$ cat config.mk
export PLATFORM = sky130hd
export DESIGN_NAME = kscd_front
export DESIGN_NICKNAME = d
export VERILOG_FILES = /design/src/design/keyboard_scancode_decoder_fifo_core_defines.svh /design/src/design/kscd_pkg.sv /design/src/design/kscd_front.sv
export SDC_FILE = /design/constraint.sdc
export NUM_CORES = 1
export LEC_CHECK = 0
export ABC_AREA = 1
export BUFFER_PORTS_ARGS = -buffer_cell sky130_fd_sc_hd__buf_2
export CORE_UTILIZATION = 25
export DETAILED_ROUTE_END_ITERATION = 12
export GPL_TIMING_DRIVEN = 0
export PLACE_DENSITY = 0.54
export SKIP_CTS_REPAIR_TIMING = 1
export SLEW_MARGIN = 10
export SYNTH_ARGS = -nofsm -noshare
export SYNTH_HDL_FRONTEND = slang
export SYNTH_SLANG_ARGS = --single-unit
export TNS_END_PERCENT = 100
$ cat constraint.sdc
create_clock -name clk -period 1.1 [get_ports clk]
set_input_delay 0.11 -clock clk [delete_from_list [all_inputs] [get_ports clk]]
set_output_delay 0.11 -clock clk [all_outputs]
set_load 0.02 [all_outputs]
$ cat src/design/keyboard_scancode_decoder_fifo_core_defines.svh
// Assertion macros used by the keyboard scancode decoder back end.
// Expects clk and arst_n in the scope of each use.
`ifndef KEYBOARD_SCANCODE_DECODER_FIFO_CORE_DEFINES_SVH
`define KEYBOARD_SCANCODE_DECODER_FIFO_CORE_DEFINES_SVH

// Same-cycle implication.
`define KSCD_ASSERT_NOW(label, ante, cons, msg) \
	label: assert property (@(posedge clk) disable iff (!arst_n) (ante) |-> (cons)) \
		else $error(msg);

// Next-cycle implication.
`define KSCD_ASSERT_NEXT(label, ante, cons, msg) \
	label: assert property (@(posedge clk) disable iff (!arst_n) (ante) |=> (cons)) \
		else $error(msg);

`endif

$ cat src/design/kscd_pkg.sv
// Shared types, scancode constants and ring helpers of the scancode decoder.
// No dependencies.
`default_nettype none
package kscd_pkg;

	localparam int RING_DEPTH = 256;
	localparam int RING_AW    = $clog2(RING_DEPTH);
	localparam int TBL_DEPTH  = 768;
	localparam int TBL_AW     = $clog2(TBL_DEPTH);
	localparam int CMDQ_DEPTH = 4;
	localparam int CMDQ_AW    = $clog2(CMDQ_DEPTH);
	localparam int CMDQ_CW    = $clog2(CMDQ_DEPTH + 1);

	typedef logic [RING_AW-1:0] ring_ptr_t;

	typedef enum logic [1:0] {
		OP_KEY    = 2'd0,
		OP_READ   = 2'd1,
		OP_TWRITE = 2'd2
	} op_t;

	localparam logic [1:0] LAYER_PLAIN = 2'd0;
	localparam logic [1:0] LAYER_SHIFT = 2'd1;
	localparam logic [1:0] LAYER_CAPS  = 2'd2;
	localparam logic [1:0] LAYER_NONE  = 2'd3;

	localparam logic [7:0] SC_PREFIX     = 8'hE0;
	localparam logic [7:0] SC_CAPS       = 8'h3A;
	localparam logic [7:0] SC_SCROLL     = 8'h46;
	localparam logic [7:0] SC_NUM        = 8'h45;
	localparam logic [7:0] SC_LSHIFT     = 8'h2A;
	localparam logic [7:0] SC_LSHIFT_BRK = 8'hAA;
	localparam logic [7:0] SC_RSHIFT     = 8'h36;
	localparam logic [7:0] SC_RSHIFT_BRK = 8'hB6;
	localparam logic [7:0] SC_LCTRL      = 8'h1D;
	localparam logic [7:0] SC_LCTRL_BRK  = 8'h9D;
	localparam logic [7:0] SC_LALT       = 8'h38;
	localparam logic [7:0] SC_LALT_BRK   = 8'hB8;
	localparam logic [7:0] SC_ESCAPE     = 8'h76;
	localparam logic [7:0] KBD_SET_LEDS  = 8'hED;

	localparam logic [2:0] LED_SCROLL = 3'b001;
	localparam logic [2:0] LED_NUM    = 3'b010;
	localparam logic [2:0] LED_CAPS   = 3'b100;

	localparam logic KIND_CHAR = 1'b0;
	localparam logic KIND_KBD  = 1'b1;

	typedef enum logic [1:0] {
		CMD_READ   = 2'd0,
		CMD_PUSH   = 2'd1,
		CMD_TWRITE = 2'd2,
		CMD_LEDS   = 2'd3
	} cmd_op_t;

	typedef struct packed {
		cmd_op_t    op;
		logic [7:0] code;
		logic [1:0] layer;
		logic [7:0] data;
		logic       ctrl;
		logic       alt;
		logic [2:0] leds;
	} cmd_t;

	typedef struct packed {
		logic       kind;
		logic [7:0] rbyte;
		logic       last;
		logic       empty;
		logic       ovf;
		logic       ctrl;
		logic       alt;
		logic [2:0] leds;
	} res_t;

	function automatic ring_ptr_t ring_next(input ring_ptr_t p);
		return (p == RING_AW'(RING_DEPTH - 1)) ? '0 : p + 1'b1;
	endfunction

endpackage
`default_nettype wire

$ cat src/design/kscd_front.sv
// Decoder front: accepts input words, tracks prefix, modifiers and lock LEDs,
// and turns each word that needs one into a back-end command. Depends on kscd_pkg.
`default_nettype none
module kscd_front import kscd_pkg::*; (
	input  wire        clk,
	input  wire        arst_n,
	input  wire        in_valid,
	output logic       in_ready,
	input  wire  [1:0] opcode,
	input  wire  [7:0] key_byte,
	input  wire  [1:0] table_layer,
	input  wire  [7:0] table_char,
	input  wire        q_full,
	input  wire        clearing,
	output logic       q_push,
	output cmd_t       q_cmd
);

	logic       prefix_q, lshift_q, rshift_q, ctrl_q, alt_q;
	logic [2:0] leds_q;
	logic       prefix_n, lshift_n, rshift_n, ctrl_n, alt_n;
	logic [2:0] leds_n;
	logic       fire;

	assign in_ready = !q_full && !clearing;
	assign fire     = in_valid && in_ready;

	always_comb begin
		prefix_n = prefix_q;
		lshift_n = lshift_q;
		rshift_n = rshift_q;
		ctrl_n   = ctrl_q;
		alt_n    = alt_q;
		leds_n   = leds_q;
		q_push   = 1'b0;
		q_cmd.op    = CMD_READ;
		q_cmd.code  = key_byte;
		q_cmd.layer = table_layer;
		q_cmd.data  = table_char;
		if (fire) begin
			unique case (opcode)
				OP_READ: begin
					q_push = 1'b1;
				end
				OP_TWRITE: begin
					q_cmd.op = CMD_TWRITE;
					q_push   = (table_layer != LAYER_NONE);
				end
				OP_KEY: begin
					if (prefix_q) begin
						// consume the byte after the prefix
						prefix_n = 1'b0;
					end else begin
						unique case (key_byte)
							SC_CAPS:       begin leds_n = leds_q ^ LED_CAPS;   q_push = 1'b1; end
							SC_SCROLL:     begin leds_n = leds_q ^ LED_SCROLL; q_push = 1'b1; end
							SC_NUM:        begin leds_n = leds_q ^ LED_NUM;    q_push = 1'b1; end
							SC_LSHIFT:     lshift_n = 1'b1;
							SC_LSHIFT_BRK: lshift_n = 1'b0;
							SC_RSHIFT:     rshift_n = 1'b1;
							SC_RSHIFT_BRK: rshift_n = 1'b0;
							SC_LCTRL:      ctrl_n   = 1'b1;
							SC_LCTRL_BRK:  ctrl_n   = 1'b0;
							SC_LALT:       alt_n    = 1'b1;
							SC_LALT_BRK:   alt_n    = 1'b0;
							SC_ESCAPE:     ;
							SC_PREFIX:     prefix_n = 1'b1;
							default: begin
								q_push = 1'b1;
							end
						endcase
						if (q_push && (leds_n != leds_q)) begin
							q_cmd.op = CMD_LEDS;
						end else begin
							q_cmd.op = CMD_PUSH;
						end
						// pick the table layer from the state before this byte
						if (lshift_q || rshift_q) begin
							q_cmd.layer = LAYER_SHIFT;
						end else if ((leds_q & LED_CAPS) != '0) begin
							q_cmd.layer = LAYER_CAPS;
						end else begin
							q_cmd.layer = LAYER_PLAIN;
						end
					end
				end
				default: ;
			endcase
		end
		q_cmd.ctrl = ctrl_n;
		q_cmd.alt  = alt_n;
		q_cmd.leds = leds_n;
	end

	always_ff @(posedge clk or negedge arst_n) begin
		if (!arst_n) begin
			prefix_q <= 1'b0;
			lshift_q <= 1'b0;
			rshift_q <= 1'b0;
			ctrl_q   <= 1'b0;
			alt_q    <= 1'b0;
			leds_q   <= '0;
		end else begin
			prefix_q <= prefix_n;
			lshift_q <= lshift_n;
			rshift_q <= rshift_n;
			ctrl_q   <= ctrl_n;
			alt_q    <= alt_n;
			leds_q   <= leds_n;
		end
	end

endmodule
`default_nettype wire

==> out/qor.yml <==
sta:
  period_share_pct: 151
  drv_slew: 0
  hold_viol: 0
  rsz0062_at_grt: "true"
  max_freq_mhz: 601
  maxSlewHeadroom_pct: 81.3
  final.min_clock_period_ps: 1660
  hold_ws_ps: 191
  fin_skew_ps: 8.55
  fin_ws_ps: -564
  setup_viol: 16
  worst_pin_slew_ps: 280
die:
  ios: 52
  core_area_sq_um: 3340
  dieArea_sq_um: 3740
  num_rows: 21
  die_x_um: 61.2
  chipHeight_um: 61.2
  start_util_pct: 26.2
cells_and_area:
  drive_above_1_share_pct: 61.1
  fin_nets: 217
  fin_cells: 236
  n_fill_cell: 364
  seq_area_sq_um: 200
  diodes: 0
  multi_input_area_sq_um: 583
  syn2layout_area_growth_pct: 66.6
  final_util_pct: 43.7
  mostFrequentLayoutCells: "buf_2 (34), buf_4 (25), nand2_1 (20)"
  layout_commonest_cell: "buf_2"
routing:
  ant_nets: 0
  routedWlPerCell_um: 9.33
  num_vias: 964
  drt_iter0_drc: 13
  vias_per_cell: 4.08
  drt-pass1-iter-count: 3
  finalWirelength_um: 2200
  drc_errors: 0
power_and_ir_drop:
  combPwrFrac_pct: 37.8
  leakage_uw: 0.000748
  vdd_ir_drop_max_mv: 0.447
  cellPowerDensity_nw_per_um2: 587
  switchingPower_uw: 293
  total_power_uw: 856
  seq_power_share_pct: 34.8
  p_sw_share_pct: 34.3
  clkPwrFrac_pct: 27.4
  p_int_uw: 563
cts:
  cts_buffers: 3
  clockRootBuffer: "clkbuf_4"
  cts_buffer_depth: 2
  cts_tree: "built"
  clock-sinks: 8
  cts.clk_slew.worst_paths_ps: 60
  htree_levels: 1
  insertion_delay_ps: 260
critical_path:
  crit_arrival_ps: 1550
  cp_slowest_cell: "dfrtp_1"
  max_stage_delay_ps: 390
  cp_cell_sequence: "nor2_2 > nand2_2 > buf_12 > nor3_4 > o32ai_4 > buf_4 > buf_6"
  worst_ep_required_time_ps: 990
  worst_setup_path_start_kind: "flop"
  critical_path_class: "reg -> out"
  crit_path_max_fanout: 7
  cp-end-kind: "output pin"
run:
  max_cap_viol_count: 0
place:
  pre_cts_slack_ps: -290
  gp_congestion: 0.823
  dp_hpwl_um: 1650
  numPortBuffers: 43
  placed_cells: 223
yosys:
  synth_cell_types: 24
  synth_top_family_by_area: "simple AND/OR/NAND/NOR gates"
  postSynthRegisterBits: 8
  netlist_instances: 134
  ys_seq_area_share_pct: 22.9
  synth_top_area_share_pct: 22.9
  synth-compound-area-share_pct: 11.6
  synthAdderAreaFrac_pct: 0
  synth_xor_area_share_pct: 1.00
  synth_top_cell_by_area: "dfrtp_1"
  synth.cell_area_sq_um: 876
  muxShareOfSynthArea_pct: 0
  ys_top_cells_by_area: "dfrtp_1 (23%), buf_4 (15%), nand2_1 (11%)"
  syn_nets: 159
  yosys_warnings: 0
  synthSimpleGateAreaFrac_pct: 38.6
  synth.avg_cell_area_sq_um: 6.54
global_routing:
  grtUsageTotal_pct: 11.8
  grt_start_max_net_pins: 11
  grt_overflow: 0
  grt_pass1_wl_um: 3230
  antenna_found_initial: 0
  grt_pass1_vias: 771
run_status:
  failed_checks: "setup timing"
  status: "complete, but fails checks"
worst_hold_path:
  hold_class: "in -> reg"
per-stage QoR:
step | setup TNS [ps] | cell area [sq um]
2_1_floorplan | -206 | 928
3_3_place_gp | -1740 | 1200
3_5_place_dp | -1610 | 1200
4_1_cts | -4020 | 1220
5_1_grt | -6180 | 1460
6_report | -4670 | 1460
power groups by stage:
stage               sequential, uW  combinational (uW)  clock (uW)
finish                         298                 324         234
global route                   298                 356         264
CTS                            298                 288         244
detailed placement             303                 287           0
global placement               303                 287           0
floorplan                      303                 188           0
synth_stat cells:
library cell,instances
a21oi_1,3
inv_4,1
o21ai_1,4
o21a_1,1
a22o_1,1
inv_2,5
xor2_1,1
o21ai_0,2
nor2_2,2
nand3b_1,2
buf_6,1
nand2_1,26
nor2_4,3
o22ai_1,1
dfrtp_1,8
a21oi_2,2
buf_4,18
nand3_1,8
inv_1,13
nand2_2,7
nor3_2,2
o32ai_2,1
clkinv_1,2
nor2_1,20
path summary, 6_finish.rpt:
| kind | startpoint | endpoint | slack [ps] | depth (start not counted) |
|---|---|---|---|---|
| setup reg to reg | prefix_q | ctrl_q | -180 | 6 |
| max in group asynchronous | arst_n | alt_q | 690 | 2 |
| hold reg to reg | alt_q | alt_q | 520 | 1 |
| hold / removal | key_byte[7] | rshift_q | 190 | 4 |
| min in group asynchronous | arst_n | leds_q[2] | 230 | 2 |
| setup / recovery | prefix_q | q_cmd[4] | -560 | 7 |
cell type report:
cell class / count / share of cell area [%]
Inverter: 21 / 5.75
Timing Repair Buffer: 53 / 24.2
Buffer: 19 / 10.9
Clock buffer: 3 / 1.54
Multi-Input combinational cell: 86 / 40.0
Sequential cell: 8 / 13.7
Tap cell: 46 / 3.95
critical path, delay by kind of cell, from the launching register on:
kind,cells,cell delay (ps)
buffers and inverters,3,420
AND/OR/NAND/NOR,3,370
flip-flops,1,390
AO/OA/AOI/OAI,1,110
routing by layer:
| layer | global-route usage (%) | vias up | part of all wire (%) |
|---|---|---|---|
| met3 | 3.78 | 2 | 5.6 |
| met5 | 0 | - | 0 |
| met2 | 20.2 | 29 | 49 |
| met1 | 14.4 | 421 | 45 |
| li1 | - | 512 | - |
| met4 | 2.92 | 0 | 0.18 |
logic make-up after synthesis:
group,count (synthesis)
buffers and inverters,40
AO/OA/AOI/OAI,15
flip-flops,8
XOR/XNOR,1
AND/OR/NAND/NOR,70
sequential cells by signal (all words and copies together), names as in the netlist:
register  cells
prefix_q      1
rshift_q      1
lshift_q      1
ctrl_q        1
alt_q         1
leds_q        3
(Power assumes the default switching activity.)
