## src/design/keyboard_scancode_decoder_fifo_core_defines.svh

```systemverilog
// Assertion macros used by the keyboard scancode decoder back end.
// Expects clk and arst_n in the scope of each use.
`ifndef KEYBOARD_SCANCODE_DECODER_FIFO_CORE_DEFINES_SVH
`define KEYBOARD_SCANCODE_DECODER_FIFO_CORE_DEFINES_SVH

// Same-cycle implication.
`define KSCD_ASSERT_NOW(label, ante, cons, msg) \
	label: assert property (@(posedge clk) disable iff (!arst_n) (ante) |-> (cons)) \
		else $error(msg);

// Next-cycle implication.
`define KSCD_ASSERT_NEXT(label, ante, cons, msg) \
	label: assert property (@(posedge clk) disable iff (!arst_n) (ante) |=> (cons)) \
		else $error(msg);

`endif

```

## src/design/kscd_pkg.sv

```systemverilog
// Shared types, scancode constants and ring helpers of the scancode decoder.
// No dependencies.
`default_nettype none
package kscd_pkg;

	localparam int RING_DEPTH = 256;
	localparam int RING_AW    = $clog2(RING_DEPTH);
	localparam int TBL_DEPTH  = 768;
	localparam int TBL_AW     = $clog2(TBL_DEPTH);
	localparam int CMDQ_DEPTH = 4;
	localparam int CMDQ_AW    = $clog2(CMDQ_DEPTH);
	localparam int CMDQ_CW    = $clog2(CMDQ_DEPTH + 1);

	typedef logic [RING_AW-1:0] ring_ptr_t;

	typedef enum logic [1:0] {
		OP_KEY    = 2'd0,
		OP_READ   = 2'd1,
		OP_TWRITE = 2'd2
	} op_t;

	localparam logic [1:0] LAYER_PLAIN = 2'd0;
	localparam logic [1:0] LAYER_SHIFT = 2'd1;
	localparam logic [1:0] LAYER_CAPS  = 2'd2;
	localparam logic [1:0] LAYER_NONE  = 2'd3;

	localparam logic [7:0] SC_PREFIX     = 8'hE0;
	localparam logic [7:0] SC_CAPS       = 8'h3A;
	localparam logic [7:0] SC_SCROLL     = 8'h46;
	localparam logic [7:0] SC_NUM        = 8'h45;
	localparam logic [7:0] SC_LSHIFT     = 8'h2A;
	localparam logic [7:0] SC_LSHIFT_BRK = 8'hAA;
	localparam logic [7:0] SC_RSHIFT     = 8'h36;
	localparam logic [7:0] SC_RSHIFT_BRK = 8'hB6;
	localparam logic [7:0] SC_LCTRL      = 8'h1D;
	localparam logic [7:0] SC_LCTRL_BRK  = 8'h9D;
	localparam logic [7:0] SC_LALT       = 8'h38;
	localparam logic [7:0] SC_LALT_BRK   = 8'hB8;
	localparam logic [7:0] SC_ESCAPE     = 8'h76;
	localparam logic [7:0] KBD_SET_LEDS  = 8'hED;

	localparam logic [2:0] LED_SCROLL = 3'b001;
	localparam logic [2:0] LED_NUM    = 3'b010;
	localparam logic [2:0] LED_CAPS   = 3'b100;

	localparam logic KIND_CHAR = 1'b0;
	localparam logic KIND_KBD  = 1'b1;

	typedef enum logic [1:0] {
		CMD_READ   = 2'd0,
		CMD_PUSH   = 2'd1,
		CMD_TWRITE = 2'd2,
		CMD_LEDS   = 2'd3
	} cmd_op_t;

	typedef struct packed {
		cmd_op_t    op;
		logic [7:0] code;
		logic [1:0] layer;
		logic [7:0] data;
		logic       ctrl;
		logic       alt;
		logic [2:0] leds;
	} cmd_t;

	typedef struct packed {
		logic       kind;
		logic [7:0] rbyte;
		logic       last;
		logic       empty;
		logic       ovf;
		logic       ctrl;
		logic       alt;
		logic [2:0] leds;
	} res_t;

	function automatic ring_ptr_t ring_next(input ring_ptr_t p);
		return (p == RING_AW'(RING_DEPTH - 1)) ? '0 : p + 1'b1;
	endfunction

endpackage
`default_nettype wire

```

## src/design/kscd_cmdq.sv

```systemverilog
// Short command queue between the decoder front and the back end.
// Depends on kscd_pkg.
`default_nettype none
module kscd_cmdq import kscd_pkg::*; (
	input  wire  clk,
	input  wire  arst_n,
	input  wire  push,
	input  cmd_t push_cmd,
	output logic full,
	input  wire  pop,
	output logic not_empty,
	output cmd_t head
);

	cmd_t                 entry_q [CMDQ_DEPTH];
	logic [CMDQ_AW-1:0]   wr_idx_q;
	logic [CMDQ_AW-1:0]   rd_idx_q;
	logic [CMDQ_CW-1:0]   count_q;
	logic                 do_push;
	logic                 do_pop;

	assign full      = (count_q == CMDQ_CW'(CMDQ_DEPTH));
	assign not_empty = (count_q != '0);
	assign head      = entry_q[rd_idx_q];
	assign do_push   = push && !full;
	assign do_pop    = pop && not_empty;

	always_ff @(posedge clk) begin
		if (do_push) begin
			entry_q[wr_idx_q] <= push_cmd;
		end
	end

	always_ff @(posedge clk or negedge arst_n) begin
		if (!arst_n) begin
			wr_idx_q <= '0;
			rd_idx_q <= '0;
			count_q  <= '0;
		end else begin
			if (do_push) begin
				wr_idx_q <= (wr_idx_q == CMDQ_AW'(CMDQ_DEPTH - 1)) ? '0 : wr_idx_q + 1'b1;
			end
			if (do_pop) begin
				rd_idx_q <= (rd_idx_q == CMDQ_AW'(CMDQ_DEPTH - 1)) ? '0 : rd_idx_q + 1'b1;
			end
			if (do_push && !do_pop) begin
				count_q <= count_q + 1'b1;
			end else if (do_pop && !do_push) begin
				count_q <= count_q - 1'b1;
			end
		end
	end

endmodule
`default_nettype wire

```

## config.mk

```make
export PLATFORM = sky130hd
export DESIGN_NAME = kscd_cmdq
export DESIGN_NICKNAME = d
export VERILOG_FILES = /design/src/design/keyboard_scancode_decoder_fifo_core_defines.svh /design/src/design/kscd_pkg.sv /design/src/design/kscd_cmdq.sv
export SDC_FILE = /design/constraint.sdc
export NUM_CORES = 1
export LEC_CHECK = 0
export BUFFER_PORTS_ARGS = -buffer_cell sky130_fd_sc_hd__buf_2
export CORE_MARGIN = 2
export CORE_UTILIZATION = 45
export DETAILED_ROUTE_END_ITERATION = 8
export GPL_TIMING_DRIVEN = 0
export PLACE_DENSITY = 0.77
export SLEW_MARGIN = 20
export SYNTH_ARGS = -nofsm -noshare
export SYNTH_HDL_FRONTEND = slang
export SYNTH_SLANG_ARGS = --single-unit
```

## constraint.sdc

```tcl
create_clock -name clk -period 4.4 [get_ports clk]
set_input_delay 0.22 -clock clk [delete_from_list [all_inputs] [get_ports clk]]
set_output_delay 0.22 -clock clk [all_outputs]
set_load 0.01 [all_outputs]
```

==> metrics.md, run 1 <==
| Metric | Value |
|---|---|
| Post-Syn Instances | `168` |
| Clock Path Buffers | `2` |
| Largest net degree at the start of global routing | `26` |
| Power share of the clock group | `18.3%` |
| Initial antenna violation count | `0` |
| Status | `completed` |
| Antenna-violating nets left | `0` |
| Logic pwr share | `33.7%` |
| Clock root cell | `clkbuf_8` |
| ANT cells | `0` |
| Initial DRT Pass Iterations | `4` |
| Syn Std Cell Area | `4110 um^2` |
| Ports | `56` |
| Post-CTS Setup Repair Bufs | `0` |
| H-tree depth | `3` |
| Starting DRT DRC Count | `64` |
| Power density cells | `626 nW/um^2` |
| Synth top area cells | `edfxtp_1 (73%), mux4_2 (9.9%), mux4_1 (4.5%)` |
| Die area | `9920 um^2` |
| Post-route clock period utilization | `47.6%` |
| Hpwl dp | `3920 um` |
| Cell with the most instances after synthesis | `edfxtp_1` |
| Switching Share | `30.3%` |
| Share of cells above drive strength 1 | `44.2%` |
| Final Critical Period | `2.10 ns` |
| Final setup vio count | `0` |
| Sw power | `0.894 mW` |
| Fin. max-slew vios | `0` |
| Port Buf Inserts | `55` |
| Leak Pwr | `1.67 nW` |
| Slew headroom | `52.7%` |
| Ys flop type | `edfxtp_1` |
| Fraction of registers with async set/reset | `6.54%` |
| Vias post-DR | `1,837` |
| Sequential power share | `48.1%` |
| Nets@finish | `271` |
| Global-route usage over all layers | `13.6%` |
| Worst clock skew | `0.00708 ns` |
| Cell Rows | `34` |
| First-pass GRT wire length | `9860 um` |
| CP startpoint kind | `flop` |
| Grt total ovfl | `0` |
| RSZ-0062 raised after global routing | `false` |
| Yosys reg bits | `107` |
| Final hold slack | `0.0725 ns` |
| Endpoint class of the critical path | `flop` |
| GP Congestion | `0.642` |
| Synth Net Count | `204` |
| Fin Setup TNS | `0 ns` |
| CTS tree | `built` |
| Total wire length | `6380 um` |
| Most common library cells after synthesis | `edfxtp_1 (100), mux4_2 (18), dfrtp_1 (7), mux4_1 (7), ha_1 (6)` |
| Wire per inst | `18.3 um` |
| Post-Syn Area per Cell | `24.5 um^2` |
| Slew @ Worst Pin | `0.710 ns` |
| Avg Vias per Cell | `5.28` |
| Width of the die | `99.6 um` |
| Core area | `8810 um^2` |
| Crit path max fanout | `4` |
| Max-Cap Viols | `0` |
| Critical Path RT | `4.68 ns` |
| Hold crit path type | `primary input to flop` |
| CTS Sinks | `107` |
| EDFF count, synth | `100` |
| Synth area leader | `edfxtp_1` |
| Worst skew pair latency | `0.35 ns` |
| Pint | `2.06 mW` |
| Max Clock Freq | `0.477 GHz` |
| Inserted Clock Buffers | `9` |
| Hold Vio Cnt, Final | `0` |
| Vias in the first global route | `1,937` |
| Initial core utilization | `46.7%` |
| Synth top area share | `73.0%` |
| Netlist cell types | `20` |
| Critical Path AT | `2.38 ns` |
| P&R area growth vs syn | `14.6%` |
| Sequential share of the synthesized area | `77.3%` |
| Worst-path clk slew | `0.10 ns` |
| Die height | `99.6 um` |
| DRC | `0` |
| Maximum vdd drop | `0.330 mV` |
| YS warnings | `0` |
| Setup CP Type | `flop to flop` |
-- placed cells by master, fill, tap and decap left out, drive strengths merged --
cell type	count
mux2	5
nor2	3
dlygate4sd3	1
ha	6
buf	62
edfxtp	100
xnor2	1
inv	5
nor2b	1
and2	4
nor3b	1
clkbuf	9
clkinv	4
xor2	2
nand2	1
fa	1
mux4	25
dfrtp	7
clkinvlp	1
or3	1
-- worst paths after layout --
kind / startpoint / endpoint / slack, ns / cells after the start
min in group asynchronous: arst_n / count_q[0] / 0.22 / 2
max reg2reg: count_q[0] / count_q[2] / 2.30 / 8
min: push_cmd[12] / entry_q[2][12] / 0.07 / 1
max: count_q[0] / count_q[2] / 2.30 / 8
max in group asynchronous: arst_n / wr_idx_q[0] / 4.01 / 2
min reg2reg: count_q[2] / count_q[2] / 0.50 / 1
-- logic make-up after synthesis --
group	Yosys count	synth area share (%)
flip-flops	107	77.3
adder cells (fa/ha/maj)	7	2.31
buffers and inverters	10	2.16
multiplexers	30	15.9
AND/OR/NAND/NOR	11	1.76
XOR/XNOR	3	0.639
-- power by group through the flow --
stage | sequential (mW) | combinational (mW) | clock (mW)
2_1_floorplan | 1.42 | 0.705 | 0
3_3_place_gp | 1.44 | 1.00 | 0
5_1_grt | 1.44 | 1.09 | 0.597
4_1_cts | 1.42 | 1.02 | 0.553
3_5_place_dp | 1.45 | 1.02 | 0
6_report | 1.42 | 0.994 | 0.539
-- worst max-delay path: stages, from the launching register on --
cell,delay [ns]
dfrtp_1,0.46
or3_4,0.42
nand2_2,0.11
ha_1,0.19
inv_1,0.06
fa_1,0.37
xor2_1,0.15
nor2_1,0.12
xor2_1,0.16
-- registers in the layout, indices dropped and copies added, names as in the netlist --
register and cells:
count_q 3, entry_q 100, rd_idx_q 2, wr_idx_q 2
-- area by class of cell --
| type | count | area (um^2) |
|---|---|---|
| Inverter | 3 | 11.3 |
| Timing Repair Buffer | 56 | 285 |
| Buffer | 7 | 77.6 |
| Clock inverter | 7 | 52.6 |
| Multi-Input combinational cell | 51 | 852 |
| Clock buffer | 9 | 124 |
| Sequential cell | 107 | 3180 |
| Tap cell | 108 | 135 |
| Fill cell | 693 | 4090 |
-- repair_timing --
action | 4_1_cts | 5_1_grt
hold buffers | 1 | 0
endpoints found under the hold margin | 7 | 0
resized for setup | 0 | 0
-- routing by layer --
metal	routed length (um)	share of wire [%]	vias up	GRT usage, %
met5	0	0	-	0
met4	110	1.7	0	6.64
met3	291	4.6	12	3.30
met2	3240	51	47	22.4
met1	2730	43	948	16.9
li1	-	-	830	-
-- stage by stage --
step	cell area, um^2	total power [mW]	std cells	setup WS (ns)	util (%)
3_5_place_dp	4530	2.47	331	2.32	51.4
3_3_place_gp	4520	2.44	331	2.07	51.4
6_report	4720	2.95	348	2.30	53.6
2_1_floorplan	4110	2.13	168	2.42	-
5_1_grt	4720	3.12	348	2.19	53.6
4_1_cts	4720	3.00	348	2.28	53.6
(Power assumes the default switching activity.)
==> run 2: changes to the inputs <==
Clock period 4.4 ns to 2.05 ns, I/O delays scaled along.
==> metrics.md, run 2 (synthesis gave the netlist of run 1 again) <==
| Metric | Value |
|---|---|
| GP Congestion | `0.642 (unchanged)` |
| Inserted Clock Buffers | `9 (unchanged)` |
| Grt total ovfl | `0 (unchanged)` |
| Slew headroom | `53.1% (was 52.7%)` |
| Fin. max-slew vios | `0 (unchanged)` |
| CTS Sinks | `107 (unchanged)` |
| Reg2Reg Setup Slack | `0.06 ns (was 2.30 ns)` |
| Regs by FF count | `entry_q (100), count_q (3) (unchanged)` |
| P&R area growth vs syn | `22.5% (was 14.6%)` |
| Most common cell after layout, fill and taps aside | `edfxtp_1 (unchanged)` |
| Crit path max fanout | `7 (was 4)` |
| Leak Pwr | `1.81 nW (was 1.67 nW)` |
| Initial core utilization | `46.7% (unchanged)` |
| Post-route clock period utilization | `97.1% (was 47.6%)` |
| H-tree depth | `3 (unchanged)` |
| Port Buf Inserts | `55 (unchanged)` |
| Critical Path RT | `2.30 ns (was 4.68 ns)` |
| Initial antenna violation count | `0 (unchanged)` |
| Ports | `56 (unchanged)` |
| Antenna-violating nets left | `0 (unchanged)` |
| Worst r2r dst | `count_q[1] (was count_q[2])` |
| DRC | `0 (unchanged)` |
| Total wire length | `6680 um (was 6380 um)` |
| CTS tree | `built (unchanged)` |
| Cell Rows | `34 (unchanged)` |
| Initial DRT Pass Iterations | `4 (unchanged)` |
| Final non-filler cell total | `379 (was 348)` |
| Max Clock Freq | `0.502 GHz (was 0.477 GHz)` |
| Starting DRT DRC Count | `57 (was 64)` |
| Critical path launch point | `count_q[1] (was count_q[0])` |
| Width of the die | `99.6 um (unchanged)` |
| Worst skew pair latency | `0.36 ns (was 0.35 ns)` |
| Placed cell count | `331 (unchanged)` |
| Clock Path Buffers | `2 (unchanged)` |
| Die height | `99.6 um (unchanged)` |
| CP startpoint kind | `flop (unchanged)` |
| Vias post-DR | `1,953 (was 1,837)` |
| Worst-path clk slew | `0.10 ns (about the same)` |
| Clock root cell | `clkbuf_8 (unchanged)` |
| Share of cells above drive strength 1 | `42.8% (was 44.2%)` |
| Wire per inst | `17.6 um (was 18.3 um)` |
| Final setup vio count | `0 (unchanged)` |
| Slew @ Worst Pin | `0.703 ns (was 0.710 ns)` |
| Power density cells | `1290 nW/um^2 (was 626 nW/um^2)` |
| Critical Path AT | `2.24 ns (was 2.38 ns)` |
| Final hold slack | `0.101 ns (was 0.0725 ns)` |
| Core area | `8810 um^2 (unchanged)` |
| Die area | `9920 um^2 (unchanged)` |
| Global-route usage over all layers | `14.1% (was 13.6%)` |
| Fin area | `5040 um^2 (was 4720 um^2)` |
| Maximum vdd drop | `0.725 mV (was 0.330 mV)` |
| Status | `completed (unchanged)` |
| Worst R2R Path Depth | `8 (unchanged)` |
| Nets@finish | `302 (was 271)` |
| Largest net degree at the start of global routing | `26 (unchanged)` |
| Avg Vias per Cell | `5.15 (was 5.28)` |
| Biggest register | `entry_q (unchanged)` |
| Endpoint class of the critical path | `flop (unchanged)` |
| Reg-to-Reg Start | `count_q[1] (was count_q[0])` |
| Vias in the first global route | `2,092 (was 1,937)` |
| ANT cells | `0 (unchanged)` |
| Hold Vio Cnt, Final | `0 (unchanged)` |
| Hpwl dp | `3920 um (unchanged)` |
| Hold crit path type | `primary input to async pin (was primary input to flop)` |
| Commonest non-fill, non-tap cells in the layout | `edfxtp_1 (100), buf_2 (58), dlygate4sd3_1 (26) (was edfxtp_1 (100), buf_2 (58), mux4_2 (18))` |
| Final Critical Period | `1.99 ns (was 2.10 ns)` |
| Fin Setup TNS | `0 ns (unchanged)` |
| Max-Cap Viols | `0 (unchanged)` |
| Worst clock skew | `0.00824 ns (was 0.00708 ns)` |
| Largest register FFs | `100 (unchanged)` |
| First-pass GRT wire length | `10,300 um (was 9860 um)` |
| Setup CP Type | `flop to flop (unchanged)` |
| Cell Area, Placed | `4530 um^2 (unchanged)` |
run 2: cell count changes in the layout (fill, tap and decap cells not counted), sizes merged:
cell	change
buf	+6
dlygate4sd3	+25
run 2: through the flow:
step / power (mW) / utilization [%] / setup WS, ns
after global routing: 6.89 / 57.2 / -0.000782
final: 6.52 / 57.2 / 0.0590
after global placement: 5.23 / 51.4 / -0.278
after CTS: 6.54 / 56.8 / 0.00273
after detailed placement: 5.29 / 51.4 / -0.0299
after floorplan: 4.57 / - / 0.0686
run 2: routing by layer:
layer,global-route usage [%],wire length [um],vias to the layer above
met4,6.64,113,0
li1,-,-,893
met3,2.95,249,13
met2,24.0,3400,49
met1,17.2,2910,998
met5,0,0,-
run 2: worst max-delay path by stage:
| stage | cells past startpoint | slack (ns) | endpoint |
|---|---|---|---|
| detailed placement | 8 | -0.03 | count_q[2] |
| CTS | 8 | 0.003 | count_q[2] |
| finish | 8 | 0.06 | count_q[1] |
| global placement | 4 | -0.28 | entry_q[0][20] |
| global route | 8 | -0.0008 | count_q[1] |
| floorplan | 8 | 0.07 | count_q[2] |
run 2: repair_timing:
| item | CTS | global route |
|---|---|---|
| setup buffers | 4 | 2 |
| resized for setup | 2 | 5 |
| setup endpoints to repair | 1 | 2 |
| pin swaps | 0 | 4 |
| hold buffers | 26 | 0 |
| endpoints found under the hold margin | 107 | 0 |
run 2: cell type report:
| type | instances | area, um^2 |
|---|---|---|
| Sequential cell | 107 | 3180 |
| Clock inverter | 7 | 52.6 |
| Timing Repair Buffer | 87 | 581 |
| Clock buffer | 9 | 124 |
| Inverter | 3 | 11.3 |
| Tap cell | 108 | 135 |
| Buffer | 7 | 77.6 |
| Multi-Input combinational cell | 51 | 878 |
| Fill cell | 674 | 3770 |
run 2: critical path, stage by stage (launching register included):
cell	delay [ns]
dfrtp_1	0.42
buf_4	0.15
nor3b_4	0.20
nor2b_1	0.08
buf_6	0.14
ha_4	0.16
inv_2	0.05
fa_2	0.41
mux2_2	0.27
run 2: power by group:
group	switching, mW	internal, mW
Combinational	1.14	1.19
Clock	0.710	0.451
Sequential	0.132	2.90
Total	1.98	4.54
==> run 3: changes to the inputs <==
Settings changed: CORE_UTILIZATION 45 to 30, PLACE_DENSITY 0.77 to default.
==> metrics.md, run 3 (synthesis gave the netlist of run 1 again) <==
| Metric | Value |
|---|---|
| Core area | `13,300 um^2 (was 8810 um^2)` |
| Endpoint class of the critical path | `flop (unchanged)` |
| Die height | `121 um (was 99.6 um)` |
| Max Clock Freq | `0.507 GHz (was 0.502 GHz)` |
| Sequential power share | `42.6% (was 46.6%)` |
| Hpwl dp | `4670 um (was 3920 um)` |
| Placed cell count | `403 (was 331)` |
| ANT cells | `0 (unchanged)` |
| Reg-to-Reg Start | `count_q[1] (unchanged)` |
| Sw power | `2.05 mW (was 1.98 mW)` |
| Initial DRT Pass Iterations | `6 (was 4)` |
| Power density cells | `1340 nW/um^2 (was 1290 nW/um^2)` |
| Post-route clock period utilization | `96.2% (was 97.1%)` |
| CP startpoint kind | `flop (unchanged)` |
| P&R area growth vs syn | `29.3% (was 22.5%)` |
| Antenna-violating nets left | `0 (unchanged)` |
| Worst setup endpoint | `count_q[1] (unchanged)` |
| Most common cell after layout, fill and taps aside | `edfxtp_1 (unchanged)` |
| Final Critical Period | `1.97 ns (was 1.99 ns)` |
| Worst r2r dst | `count_q[1] (unchanged)` |
| Nets@finish | `305 (was 302)` |
| Vias post-DR | `1,953 (unchanged)` |
| Status | `completed (unchanged)` |
| Critical path launch point | `count_q[1] (unchanged)` |
| Commonest non-fill, non-tap cells in the layout | `edfxtp_1 (100), buf_2 (58), dlygate4sd3_1 (26) (unchanged)` |
| Starting DRT DRC Count | `139 (was 57)` |
| Critical Path AT | `2.21 ns (was 2.24 ns)` |
| DRC | `0 (unchanged)` |
| Fin Setup TNS | `0 ns (unchanged)` |
| Wire per inst | `16.7 um (was 17.6 um)` |
| Leak Pwr | `1.89 nW (was 1.81 nW)` |
| Inserted Clock Buffers | `9 (unchanged)` |
| Crit path max fanout | `3 (was 7)` |
| Maximum vdd drop | `0.661 mV (was 0.725 mV)` |
| Slew headroom | `78.1% (was 53.1%)` |
| Avg Vias per Cell | `4.34 (was 5.15)` |
| Share of cells above drive strength 1 | `43.4% (was 42.8%)` |
| Fin util | `40.0% (was 57.2%)` |
| Die area | `14,700 um^2 (was 9920 um^2)` |
| Port Buf Inserts | `55 (unchanged)` |
| Worst-path clk slew | `0.07 ns (was 0.10 ns)` |
| Worst R2R Path Depth | `8 (unchanged)` |
| CTS tree | `built (unchanged)` |
| Critical Path RT | `2.28 ns (was 2.30 ns)` |
| Initial core utilization | `30.9% (was 46.7%)` |
| H-tree depth | `3 (unchanged)` |
| GP Congestion | `0.617 (was 0.642)` |
| Final hold slack | `0.120 ns (was 0.101 ns)` |
| Cell Rows | `42 (was 34)` |
| Regs by FF count | `entry_q (100), count_q (3) (unchanged)` |
| Final non-filler cell total | `450 (was 379)` |
| Hold crit path type | `primary input to async pin (unchanged)` |
| Biggest register | `entry_q (unchanged)` |
| Clock Path Buffers | `2 (unchanged)` |
| Max-Cap Viols | `0 (unchanged)` |
| Fin. max-slew vios | `0 (unchanged)` |
| Total wire length | `7510 um (was 6680 um)` |
| Largest register FFs | `100 (unchanged)` |
| Setup CP Type | `flop to flop (unchanged)` |
| Clock root cell | `clkbuf_16 (was clkbuf_8)` |
| CTS Sinks | `107 (unchanged)` |
| Power share of the clock group | `22.5% (was 17.8%)` |
| Switching Share | `28.8% (was 30.3%)` |
| First-pass GRT wire length | `11,500 um (was 10,300 um)` |
| Grt total ovfl | `0 (unchanged)` |
| Hold Vio Cnt, Final | `0 (unchanged)` |
| Pint | `5.06 mW (was 4.54 mW)` |
| Vias in the first global route | `2,057 (was 2,092)` |
| Final setup vio count | `0 (unchanged)` |
| Initial antenna violation count | `0 (unchanged)` |
| Largest net degree at the start of global routing | `21 (was 26)` |
| Logic pwr share | `34.9% (was 35.6%)` |
| Global-route usage over all layers | `11.1% (was 14.1%)` |
| Worst skew pair latency | `0.35 ns (was 0.36 ns)` |
| Width of the die | `121 um (was 99.6 um)` |
| Ports | `56 (unchanged)` |
| Reg2Reg Setup Slack | `0.08 ns (was 0.06 ns)` |
| Slew @ Worst Pin | `0.328 ns (was 0.703 ns)` |
| Worst clock skew | `0.00696 ns (was 0.00824 ns)` |
run 3: cell type report:
class | instances | area [um^2]
repair buffers | 90 | 676
inverters | 3 | 11.3
well taps | 176 | 220
plain buffers | 7 | 77.6
multi-input cells | 51 | 872
clock inverters | 4 | 25.0
clock buffers | 12 | 256
fillers | 1214 | 7980
flip-flops and latches | 107 | 3180
run 3: layer usage:
layer  vias to the layer above  global-route usage, %  wire, um
li1                        899                      -         -
met3                         8                   4.23       453
met5                         -                      0         0
met2                        51                   17.8      3720
met1                       995                   13.6      3230
met4                         0                   4.14       113
run 3: worst max-delay path, cell delays in order (launching register included):
cell and delay [ns]:
dfrtp_1 0.41, buf_4 0.16, nor3b_2 0.18, nor2b_1 0.07, buf_6 0.12, ha_4 0.15
inv_1 0.07, fa_2 0.43, mux2_2 0.26
run 3: worst min-delay path by stage:
stage | to | cells past startpoint | from | slack [ns]
2_1_floorplan | count_q[0] | 0 | arst_n | -0.19
6_report | count_q[2] | 2 | arst_n | 0.12
3_5_place_dp | count_q[2] | 1 | arst_n | -0.05
5_1_grt | rd_idx_q[1] | 3 | pop | 0.11
4_1_cts | count_q[2] | 2 | arst_n | 0.1
3_3_place_gp | count_q[2] | 1 | arst_n | -0.06
run 3: through the flow:
stage	area [um^2]	power (mW)	setup slack, ns
global placement	4610	5.31	-0.381
CTS	5290	7.23	0.000711
detailed placement	4720	5.49	-0.0435
finish	5320	7.12	0.0784
global route	5320	7.52	-0.0260
floorplan	4110	4.57	0.0686
run 3: what timing repair did:
item                                    in CTS  in global routing
endpoints found under the setup margin       1                  2
pin swaps                                    0                  3
hold buffers                                26                  0
endpoints found under the hold margin      107                  0
cloned                                       0                  0
setup buffers                                4                  1
gates resized for setup                      1                  4
run 3: power by group through the flow:
stage | clock (mW) | combinational, mW | sequential (mW)
after floorplan | 0 | 1.51 | 3.06
after global placement | 0 | 2.23 | 3.09
after detailed placement | 0 | 2.40 | 3.10
after CTS | 1.67 | 2.52 | 3.04
after global routing | 1.76 | 2.69 | 3.07
final | 1.60 | 2.48 | 3.03
